--- src/rtl/s2cg_pkg.sv ---
// Shared types, constants and font table for the seconds-to-clock-glyph block.
`timescale 1ns / 1ps

package s2cg_pkg;

    localparam int IN_W     = 26;
    localparam int POS_W    = 4;
    localparam int SYM_W    = 4;
    localparam int GLYPH_W  = 42;
    localparam int Q1_W     = 21;   // total_seconds / 60
    localparam int HOURS_W  = 15;   // total_seconds / 3600
    localparam int DEF_MAX_HOUR_DIGITS = 4;

    // Reciprocals for exact division by a constant (multiply, then shift).
    localparam logic [26:0] M60_A = 27'd71582789;   // ceil(2^32 / 60)
    localparam int          M60_A_SH = 32;
    localparam logic [21:0] M60_B = 22'd2236963;    // ceil(2^27 / 60)
    localparam int          M60_B_SH = 27;
    localparam logic [15:0] M10   = 16'd52429;      // ceil(2^19 / 10)
    localparam int          M10_SH = 19;

    localparam logic [SYM_W-1:0] SYM_COLON = 4'd10;
    localparam logic [SYM_W-1:0] SYM_NINE  = 4'd9;

    // Row patterns, left pixel is the MSB.
    localparam logic [5:0] R_FULL  = 6'h3F;
    localparam logic [5:0] R_SIDES = 6'h21;
    localparam logic [5:0] R_RIGHT = 6'h01;
    localparam logic [5:0] R_LEFT  = 6'h20;
    localparam logic [5:0] R_BAR   = 6'h1E;
    localparam logic [5:0] R_NONE  = 6'h00;

    typedef struct packed {
        logic load;
        logic div_a;
        logic div_b;
        logic setup;
        logic digit_step;
        logic emit;
    } t_dp_cmd;

    typedef struct packed {
        logic sat;
        logic hval_small;
        logic last_pos;
    } t_dp_stat;

    function automatic longint unsigned pow10(input int n);
        longint unsigned v;
        v = 1;
        for (int i = 0; i < n; i++) begin
            v = v * 10;
        end
        return v;
    endfunction

    function automatic logic [GLYPH_W-1:0] glyph_of(input logic [SYM_W-1:0] sym);
        logic [GLYPH_W-1:0] g;
        case (sym)
            4'd0: g = {R_FULL, R_SIDES, R_SIDES, R_SIDES, R_SIDES, R_SIDES, R_FULL};
            4'd1: g = {R_RIGHT, R_RIGHT, R_RIGHT, R_RIGHT, R_RIGHT, R_RIGHT, R_RIGHT};
            4'd2: g = {R_FULL, R_RIGHT, R_RIGHT, R_FULL, R_LEFT, R_LEFT, R_FULL};
            4'd3: g = {R_FULL, R_RIGHT, R_RIGHT, R_FULL, R_RIGHT, R_RIGHT, R_FULL};
            4'd4: g = {R_SIDES, R_SIDES, R_SIDES, R_FULL, R_RIGHT, R_RIGHT, R_RIGHT};
            4'd5: g = {R_FULL, R_LEFT, R_LEFT, R_FULL, R_RIGHT, R_RIGHT, R_FULL};
            4'd6: g = {R_FULL, R_LEFT, R_LEFT, R_FULL, R_SIDES, R_SIDES, R_FULL};
            4'd7: g = {R_FULL, R_RIGHT, R_RIGHT, R_RIGHT, R_RIGHT, R_RIGHT, R_RIGHT};
            4'd8: g = {R_FULL, R_SIDES, R_SIDES, R_FULL, R_SIDES, R_SIDES, R_FULL};
            4'd9: g = {R_FULL, R_SIDES, R_SIDES, R_FULL, R_RIGHT, R_RIGHT, R_FULL};
            default: g = {R_NONE, R_BAR, R_BAR, R_NONE, R_BAR, R_BAR, R_NONE};
        endcase
        return g;
    endfunction

    // Tens digit of a value below 64.
    function automatic logic [3:0] tens_of(input logic [5:0] x);
        logic [9:0] p;
        p = 10'(x) * 10'd13;
        return p[9:7 - 0 + 0] == 3'd0 ? 4'd0 : 4'(p[9:7]);
    endfunction

endpackage

--- src/rtl/s2cg_if.sv ---
// Handshake channels for the time input and the glyph output.
`timescale 1ns / 1ps

interface s2cg_in_if import s2cg_pkg::*; ();
    logic            valid;
    logic            ready;
    logic [IN_W-1:0] total_seconds;

    modport source (output valid, output total_seconds, input ready);
    modport sink   (input valid, input total_seconds, output ready);
endinterface

interface s2cg_out_if import s2cg_pkg::*; ();
    logic               valid;
    logic               ready;
    logic [POS_W-1:0]   char_position;
    logic [SYM_W-1:0]   symbol_code;
    logic [GLYPH_W-1:0] glyph_bits;
    logic               last_char;

    modport source (output valid, output char_position, output symbol_code,
                    output glyph_bits, output last_char, input ready);
    modport sink   (input valid, input char_position, input symbol_code,
                    input glyph_bits, input last_char, output ready);
endinterface

--- src/rtl/s2cg_dp.sv ---
// Datapath: time split, hour digit extraction and glyph output register.
`timescale 1ns / 1ps

module s2cg_dp import s2cg_pkg::*; #(
    parameter int MAX_HOUR_DIGITS = DEF_MAX_HOUR_DIGITS
) (
    input  logic               i_clk,
    input  t_dp_cmd            i_cmd,
    input  logic [IN_W-1:0]    i_total_seconds,
    output t_dp_stat           o_stat,
    output logic [POS_W-1:0]   o_char_position,
    output logic [SYM_W-1:0]   o_symbol_code,
    output logic [GLYPH_W-1:0] o_glyph_bits,
    output logic               o_last_char
);

    localparam int HD_MAX    = ((MAX_HOUR_DIGITS + 1) / 2) * 2;
    localparam int DIG_IDX_W = $clog2(HD_MAX);
    localparam int ND_W      = $clog2(HD_MAX + 1);
    localparam longint unsigned SAT_LIMIT = pow10(MAX_HOUR_DIGITS) * 3600 - 1;

    localparam logic [POS_W-1:0] REL_COLON_H = 4'd0;
    localparam logic [POS_W-1:0] REL_MIN_T   = 4'd1;
    localparam logic [POS_W-1:0] REL_MIN_O   = 4'd2;
    localparam logic [POS_W-1:0] REL_COLON_M = 4'd3;
    localparam logic [POS_W-1:0] REL_SEC_T   = 4'd4;
    localparam logic [POS_W-1:0] REL_SEC_O   = 4'd5;

    logic [IN_W-1:0]    r_secs;
    logic [Q1_W-1:0]    r_q1;
    logic [HOURS_W-1:0] r_hours;
    logic [HOURS_W-1:0] r_hval;
    logic [5:0]         r_mins;
    logic [5:0]         r_ss;
    logic [3:0]         r_digits [HD_MAX];
    logic [ND_W-1:0]    r_nd;
    logic [POS_W-1:0]   r_pos;

    logic [52:0]        w_prod_a;
    logic [42:0]        w_prod_b;
    logic [30:0]        w_prod_d;
    logic [HOURS_W-1:0] w_q10;
    logic               w_sat;
    logic [ND_W-1:0]    w_hd;
    logic [POS_W-1:0]   w_hd_pos;
    logic [POS_W-1:0]   w_rel;
    logic [POS_W-1:0]   w_off;
    logic [3:0]         w_min_t;
    logic [3:0]         w_sec_t;
    logic [SYM_W-1:0]   w_sym;

    assign w_prod_a = 53'(r_secs) * 53'(M60_A);
    assign w_prod_b = 43'(r_q1) * 43'(M60_B);
    assign w_prod_d = 31'(r_hval) * 31'(M10);
    assign w_q10    = HOURS_W'(w_prod_d[30:M10_SH]);
    assign w_sat    = 64'(r_secs) > 64'(SAT_LIMIT);

    // Hours are padded to an even digit count.
    assign w_hd     = r_nd + ND_W'(r_nd[0]);
    assign w_hd_pos = POS_W'(w_hd);
    assign w_rel    = r_pos - w_hd_pos;
    assign w_off    = w_hd_pos - 4'd1 - r_pos;
    assign w_min_t  = tens_of(r_mins);
    assign w_sec_t  = tens_of(r_ss);

    always_comb begin
        if (r_pos < w_hd_pos) begin
            w_sym = r_digits[w_off[DIG_IDX_W-1:0]];
        end else begin
            case (w_rel)
                REL_COLON_H: w_sym = SYM_COLON;
                REL_MIN_T:   w_sym = w_min_t;
                REL_MIN_O:   w_sym = r_mins[3:0] - 4'(w_min_t * 4'd10);
                REL_COLON_M: w_sym = SYM_COLON;
                REL_SEC_T:   w_sym = w_sec_t;
                default:     w_sym = r_ss[3:0] - 4'(w_sec_t * 4'd10);
            endcase
        end
    end

    assign o_stat.sat        = w_sat;
    assign o_stat.hval_small = r_hval < HOURS_W'(10);
    assign o_stat.last_pos   = (r_pos >= w_hd_pos) && (w_rel == REL_SEC_O);

    always_ff @(posedge i_clk) begin
        if (i_cmd.load) begin
            r_secs <= i_total_seconds;
        end
        if (i_cmd.div_a) begin
            r_q1 <= w_prod_a[M60_A_SH +: Q1_W];
        end
        if (i_cmd.div_b) begin
            r_hours <= w_prod_b[M60_B_SH +: HOURS_W];
            r_ss    <= r_secs[5:0] - 6'(r_q1[5:0] * 6'd60);
        end
        if (i_cmd.setup) begin
            r_pos  <= '0;
            r_hval <= r_hours;
            if (w_sat) begin
                r_mins <= 6'd59;
                r_ss   <= 6'd59;
                r_nd   <= ND_W'(MAX_HOUR_DIGITS);
                for (int i = 0; i < HD_MAX; i++) begin
                    r_digits[i] <= (i < MAX_HOUR_DIGITS) ? SYM_NINE : 4'd0;
                end
            end else begin
                r_mins <= r_q1[5:0] - 6'(r_hours[5:0] * 6'd60);
                r_nd   <= '0;
                for (int i = 0; i < HD_MAX; i++) begin
                    r_digits[i] <= 4'd0;
                end
            end
        end
        if (i_cmd.digit_step) begin
            // Peel off the lowest decimal digit.
            r_digits[r_nd[DIG_IDX_W-1:0]] <= r_hval[3:0] - 4'(w_q10[3:0] * 4'd10);
            r_hval <= w_q10;
            r_nd   <= r_nd + 1'b1;
        end
        if (i_cmd.emit) begin
            o_char_position <= r_pos;
            o_symbol_code   <= w_sym;
            o_glyph_bits    <= glyph_of(w_sym);
            o_last_char     <= o_stat.last_pos;
            r_pos           <= r_pos + 1'b1;
        end
    end

endmodule

--- src/rtl/s2cg_ctrl.sv ---
// Controller: sequences the conversion steps and the character transfers.
`timescale 1ns / 1ps

module s2cg_ctrl import s2cg_pkg::*; (
    input  logic     i_clk,
    input  logic     i_rst_n,
    input  logic     i_in_valid,
    output logic     o_in_ready,
    output logic     o_out_valid,
    input  logic     i_out_ready,
    input  t_dp_stat i_stat,
    output t_dp_cmd  o_cmd
);

    typedef enum logic [2:0] {
        S_IDLE, S_DIV_A, S_DIV_B, S_SETUP, S_DIGIT, S_EMIT
    } t_state;

    t_state r_state;
    t_state n_state;
    logic   n_out_valid;
    logic   w_slot_free;

    assign o_in_ready  = (r_state == S_IDLE);
    assign w_slot_free = !o_out_valid || i_out_ready;

    always_comb begin
        o_cmd       = '0;
        n_state     = r_state;
        n_out_valid = o_out_valid && !i_out_ready;
        unique case (r_state)
            S_IDLE: begin
                if (i_in_valid) begin
                    o_cmd.load = 1'b1;
                    n_state    = S_DIV_A;
                end
            end
            S_DIV_A: begin
                o_cmd.div_a = 1'b1;
                n_state     = S_DIV_B;
            end
            S_DIV_B: begin
                o_cmd.div_b = 1'b1;
                n_state     = S_SETUP;
            end
            S_SETUP: begin
                o_cmd.setup = 1'b1;
                n_state     = i_stat.sat ? S_EMIT : S_DIGIT;
            end
            S_DIGIT: begin
                o_cmd.digit_step = 1'b1;
                if (i_stat.hval_small) begin
                    n_state = S_EMIT;
                end
            end
            S_EMIT: begin
                // Load the next character once the output register drains.
                if (w_slot_free) begin
                    o_cmd.emit  = 1'b1;
                    n_out_valid = 1'b1;
                    if (i_stat.last_pos) begin
                        n_state = S_IDLE;
                    end
                end
            end
            default: n_state = S_IDLE;
        endcase
    end

    always_ff @(posedge i_clk) begin
        if (!i_rst_n) begin
            r_state     <= S_IDLE;
            o_out_valid <= 1'b0;
        end else begin
            r_state     <= n_state;
            o_out_valid <= n_out_valid;
        end
    end

endmodule

--- src/rtl/seconds_to_clock_glyphs.sv ---
// The input transfer loads the seconds; divide-by-60 steps, a setup step and one digit
// step per hour digit (1 to 4, unless saturated) follow, then one character per cycle
// while the sink is ready, (even-padded hour digits + 6) characters in all. The digit
// steps share one multiplier; a new time value is taken only once the last character is
// in the single output register. Reset (synchronous, active low) clears the controller
// state and the output valid; payload registers are not reset.
`timescale 1ns / 1ps

module seconds_to_clock_glyphs import s2cg_pkg::*; #(
    parameter int MAX_HOUR_DIGITS = DEF_MAX_HOUR_DIGITS
) (
    input  logic       i_clk,
    input  logic       i_rst_n,
    s2cg_in_if.sink    i_in,
    s2cg_out_if.source o_out
);

    t_dp_cmd  w_cmd;
    t_dp_stat w_stat;

    s2cg_ctrl u_ctrl (
        .i_clk       (i_clk),
        .i_rst_n     (i_rst_n),
        .i_in_valid  (i_in.valid),
        .o_in_ready  (i_in.ready),
        .o_out_valid (o_out.valid),
        .i_out_ready (o_out.ready),
        .i_stat      (w_stat),
        .o_cmd       (w_cmd)
    );

    s2cg_dp #(
        .MAX_HOUR_DIGITS (MAX_HOUR_DIGITS)
    ) u_dp (
        .i_clk           (i_clk),
        .i_cmd           (w_cmd),
        .i_total_seconds (i_in.total_seconds),
        .o_stat          (w_stat),
        .o_char_position (o_out.char_position),
        .o_symbol_code   (o_out.symbol_code),
        .o_glyph_bits    (o_out.glyph_bits),
        .o_last_char     (o_out.last_char)
    );

endmodule

--- src/flat_wrapper.sv ---
// flat-port wrapper written by rule: the top's interface ports become plain ports
module seconds_to_clock_glyphs_flat import s2cg_pkg::*;
#(
    parameter int MAX_HOUR_DIGITS = DEF_MAX_HOUR_DIGITS
)
  (i_clk, i_rst_n, i_in_valid, i_in_total_seconds, i_in_ready, o_out_valid, o_out_char_position, o_out_symbol_code, o_out_glyph_bits, o_out_last_char, o_out_ready);
  s2cg_in_if i_in_i ();
  s2cg_out_if o_out_i ();
  input  logic i_clk;
  input  logic i_rst_n;
  input wire logic [$bits(i_in_i.valid)-1:0] i_in_valid;
  input wire logic [$bits(i_in_i.total_seconds)-1:0] i_in_total_seconds;
  output wire logic [$bits(i_in_i.ready)-1:0] i_in_ready;
  output wire logic [$bits(o_out_i.valid)-1:0] o_out_valid;
  output wire logic [$bits(o_out_i.char_position)-1:0] o_out_char_position;
  output wire logic [$bits(o_out_i.symbol_code)-1:0] o_out_symbol_code;
  output wire logic [$bits(o_out_i.glyph_bits)-1:0] o_out_glyph_bits;
  output wire logic [$bits(o_out_i.last_char)-1:0] o_out_last_char;
  input wire logic [$bits(o_out_i.ready)-1:0] o_out_ready;
  assign i_in_i.valid = i_in_valid;
  assign i_in_i.total_seconds = i_in_total_seconds;
  assign i_in_ready = i_in_i.ready;
  assign o_out_valid = o_out_i.valid;
  assign o_out_char_position = o_out_i.char_position;
  assign o_out_symbol_code = o_out_i.symbol_code;
  assign o_out_glyph_bits = o_out_i.glyph_bits;
  assign o_out_last_char = o_out_i.last_char;
  assign o_out_i.ready = o_out_ready;
  seconds_to_clock_glyphs #(.MAX_HOUR_DIGITS(MAX_HOUR_DIGITS)) u_core (.i_clk(i_clk), .i_rst_n(i_rst_n), .i_in(i_in_i), .o_out(o_out_i));
endmodule
--- config.mk ---
export PLATFORM = sky130hd
export DESIGN_NAME = seconds_to_clock_glyphs_flat
export DESIGN_NICKNAME = d
export VERILOG_FILES = /design/src/rtl/s2cg_pkg.sv /design/src/rtl/s2cg_if.sv /design/src/rtl/s2cg_dp.sv /design/src/rtl/s2cg_ctrl.sv /design/src/rtl/seconds_to_clock_glyphs.sv /design/src/flat_wrapper.sv
export SDC_FILE = /design/constraint.sdc
export NUM_CORES = 1
export LEC_CHECK = 0
export BUFFER_PORTS_ARGS = -buffer_cell sky130_fd_sc_hd__buf_2
export CORE_ASPECT_RATIO = 1.4
export CORE_UTILIZATION = 59
export CTS_CLUSTER_DIAMETER = 200
export CTS_CLUSTER_SIZE = 8
export DETAILED_ROUTE_END_ITERATION = 7
export PLACE_DENSITY = 0.8
export SETUP_SLACK_MARGIN = 0.02
export SLEW_MARGIN = 20
export SYNTH_ARGS = -nofsm -noshare
export SYNTH_HDL_FRONTEND = slang
export SYNTH_SLANG_ARGS = --single-unit
--- constraint.sdc ---
create_clock -name i_clk -period 6.9 [get_ports i_clk]
set_clock_uncertainty 0.15 [all_clocks]
set_input_delay 0.69 -clock i_clk [delete_from_list [all_inputs] [get_ports i_clk]]
set_output_delay 0.69 -clock i_clk [all_outputs]
set_load 0.05 [all_outputs]
==> impl_metrics.yaml <==
outcome:
  status: "complete, no violations"
yosys:
  yosysTopAreaCell: "ha_1"
  async_flop_share_pct: 0
  synth_edf_count: 123
  yosys_warnings: 0
  dominantRegCellSynth: "edfxtp_1"
  avgSynthCellArea_um2: 10.5
  synth_top_area_share_pct: 32.0
  yosysUniqueCellTypes: 78
  synth-seq-cells: 136
  ys_seq_area_share_pct: 18.7
  syn_area_mm2: 0.0211
  synthCells: 2019
  synth_nets: 2811
  synthTopCellsByArea: "ha_1 (32%), fa_1 (21%), edfxtp_1 (17%), inv_1 (7.8%), xnor2_1 (2.1%)"
drt:
  routed_wl_um: 47400
  via_count: 14644
  dr.pass1.iters: 5
  wire_per_inst_um: 18.5
  first_iter_violations: 547
  routed_via_density: 5.71
  postRouteAntennaNets: 0
  drc: 0
cts:
  clk_latency_ps: 430
  cts_hold_buffers: 0
  ctsRootBufferMaster: "clkbuf_16"
  clkTransAtPathRegs_ps: 70
  cts_tree: "done"
  cts_htree_levels: 4
  cts.sinks: 136
  clockBufferDepth: 2
  cts_buffers: 17
placement:
  io_buffers: 82
  dpl.hpwl_um: 40800
  dpl-instance-area_mm2: 0.0220
  dpl_worst_slack_ps: 62.1
  gp_congestion: 0.927
setup_path:
  startpoint_type: "flop"
  setup.worst_path.end_class: "flop"
  path_max_fanout: 4
  worstSetupPathType: "reg -> reg"
  cp_data_required_time_ps: 6910
  arrival_ps: 6590
floorplanning:
  die-height_um: 226
  start_util_pct: 60.3
  die_area_mm2: 0.0366
  std_cell_rows: 81
  die_x_um: 162
  pin_count: 83
  core_mm2: 0.0351
grt:
  grt_first_pass_wirelength_um: 78000
  overflow: 0
  antenna_found_initial: 0
  track_usage_pct: 27.5
  grt_max_degree: 28
  grt_pass1_vias: 16072
finish:
  drive_gt1_share_pct: 8.58
  finish.instance_area_mm2: 0.0227
  fin_util_pct: 64.6
  diodes: 0
  syn2layout_area_growth_pct: 7.27
  multi_input_comb_area_mm2: 0.0152
  seqCellArea_mm2: 0.00395
  nNetsFinal: 2889
  fillerInstances: 2689
sta:
  clock.fmax_ghz: 0.152
  slew_headroom_pct: 36.3
  setup_violations: 0
  setup_ws_ps: 319
  drv_slew: 0
  fin_crit_ps: 6580
  tightest_slew_ps: 955
  finalHoldViolations: 0
  hold-worst-slack_ps: 276
  final.period_utilization_pct: 95.4
  grt_setup_unrepaired: "yes"
hold_path:
  min_path_type: "in -> reg"
run:
  maxCapViolCount: 0
==> cell type report <==
type	instances	area share [%]
well taps	456	2.52
clock buffers	17	1.88
clock inverters	15	0.977
inverters	442	7.32
multi-input cells	1394	67.3
repair buffers	106	2.61
flip-flops and latches	136	17.4
==> layout by cell type, fill, tap and decap left out, types with 11 or more instances in the layout <==
| master | count |
|---|---|
| nand4_1 | 17 |
| a31oi_1 | 16 |
| ha_1 | 540 |
| nor3_1 | 21 |
| xnor2_1 | 50 |
| a21o_1 | 35 |
| inv_1 | 441 |
| or2_2 | 11 |
| xor2_1 | 23 |
| nor2_1 | 56 |
| buf_2 | 82 |
| clkbuf_16 | 17 |
| nand3_1 | 30 |
| buf_4 | 24 |
| nor2b_1 | 19 |
| o21ai_0 | 44 |
| fa_1 | 222 |
| nand2_1 | 90 |
| edfxtp_1 | 123 |
| a21oi_1 | 65 |
| dfxtp_1 | 13 |
==> worst paths after layout <==
check	start	end	slack (ps)	depth (start not counted)
worst min register to register	u_core.u_dp.r_hours[12]	u_core.u_dp.r_hval[12]	320	2
worst max register to register	u_core.u_dp.r_hval[5]	u_core.u_dp.r_digits[0][3]	320	23
worst min-delay path	i_in_total_seconds[6]	u_core.u_dp.r_secs[6]	280	1
worst max-delay path	u_core.u_dp.r_hval[5]	u_core.u_dp.r_digits[0][3]	320	23
==> metal layers <==
layer | wire [um] | global-route usage, % | part of all wire, % | vias up
met1 | 16900 | 28.0 | 36 | 7213
met2 | 26400 | 53.4 | 56 | 341
met3 | 1310 | 2.87 | 2.8 | 157
met4 | 2760 | 16.1 | 5.8 | 0
li1 | - | - | - | 6933
met5 | 0 | 0 | 0 | -
==> flip-flops by register name (all words and copies together) (netlist names) <==
name,cells
u_core.u_dp.r_secs,26
u_core.u_dp.r_q1,21
u_core.u_dp.r_digits,16
u_core.u_dp.r_hours,15
u_core.u_dp.r_hval,15
u_core.u_dp.o_glyph_bits,11
u_core.u_dp.r_mins,6
u_core.u_dp.r_ss,6
u_core.u_dp.o_char_position,4
u_core.u_dp.o_symbol_code,4
u_core.u_dp.r_pos,4
u_core.u_ctrl.r_state,3
u_core.u_dp.r_nd,3
u_core.u_ctrl.o_out_valid,1
u_core.u_dp.o_last_char,1
==> cells in the mapped netlist, types with 4 or more instances <==
cell type / number
a211o_1: 5
a211oi_1: 10
a21boi_0: 6
a21o_1: 35
a21oi_1: 65
a31oi_1: 17
and2_1: 4
and3_1: 9
buf_2: 5
buf_4: 32
clkbuf_1: 10
dfxtp_1: 13
edfxtp_1: 123
fa_1: 222
ha_1: 540
inv_1: 441
mux2_2: 7
mux2i_1: 10
mux4_2: 4
nand2_1: 90
nand2b_1: 9
nand3_1: 30
nand4_1: 17
nor2_1: 56
nor2b_1: 19
nor3_1: 21
o211ai_1: 8
o21a_1: 6
o21ai_0: 46
o21bai_1: 4
o31ai_1: 6
or2_2: 11
or3_1: 4
xnor2_1: 51
xor2_1: 23
==> stage by stage <==
stage	TNS, ps	instances
after floorplan	0	2019
after global placement	0	2529
after detailed placement	0	2529
after CTS	0	2561
after global routing	-20.2	2566
final	0	2566
==> critical path: stages (launching register included) <==
cell	delay (ps)
edfxtp_1	460
ha_1	350
fa_1	540
inv_1	90
fa_1	530
inv_1	50
fa_1	470
inv_1	50
fa_1	430
fa_1	440
ha_1	290
nand2_1	70
or4_1	570
a31oi_2	180
o21ai_2	100
a21oi_1	150
o21ai_1	100
nand2_1	100
xnor2_1	80
fa_1	410
xor2_1	180
xnor2_1	240
xnor2_2	170
a31oi_1	120
==> what timing repair did <==
action / 4_1_cts / 5_1_grt
gates resized for setup: 0 / 6
setup buffers: 0 / 5
endpoints found under the setup margin: 0 / 5
==> kinds of logic after synthesis <==
| logic type | after synthesis | share of synthesized area, % |
|---|---|---|
| fa+ha+maj | 762 | 53.0 |
| compound gates | 247 | 7.86 |
| buf+inv | 489 | 9.29 |
| xor+xnor | 75 | 3.14 |
| simple gates | 289 | 6.71 |
| mux | 21 | 1.27 |
| flops | 136 | 18.7 |
Power is left out: the tool's default activity adds up to more than one toggle a clock period on the data nets, which glitch-free logic cannot reach.
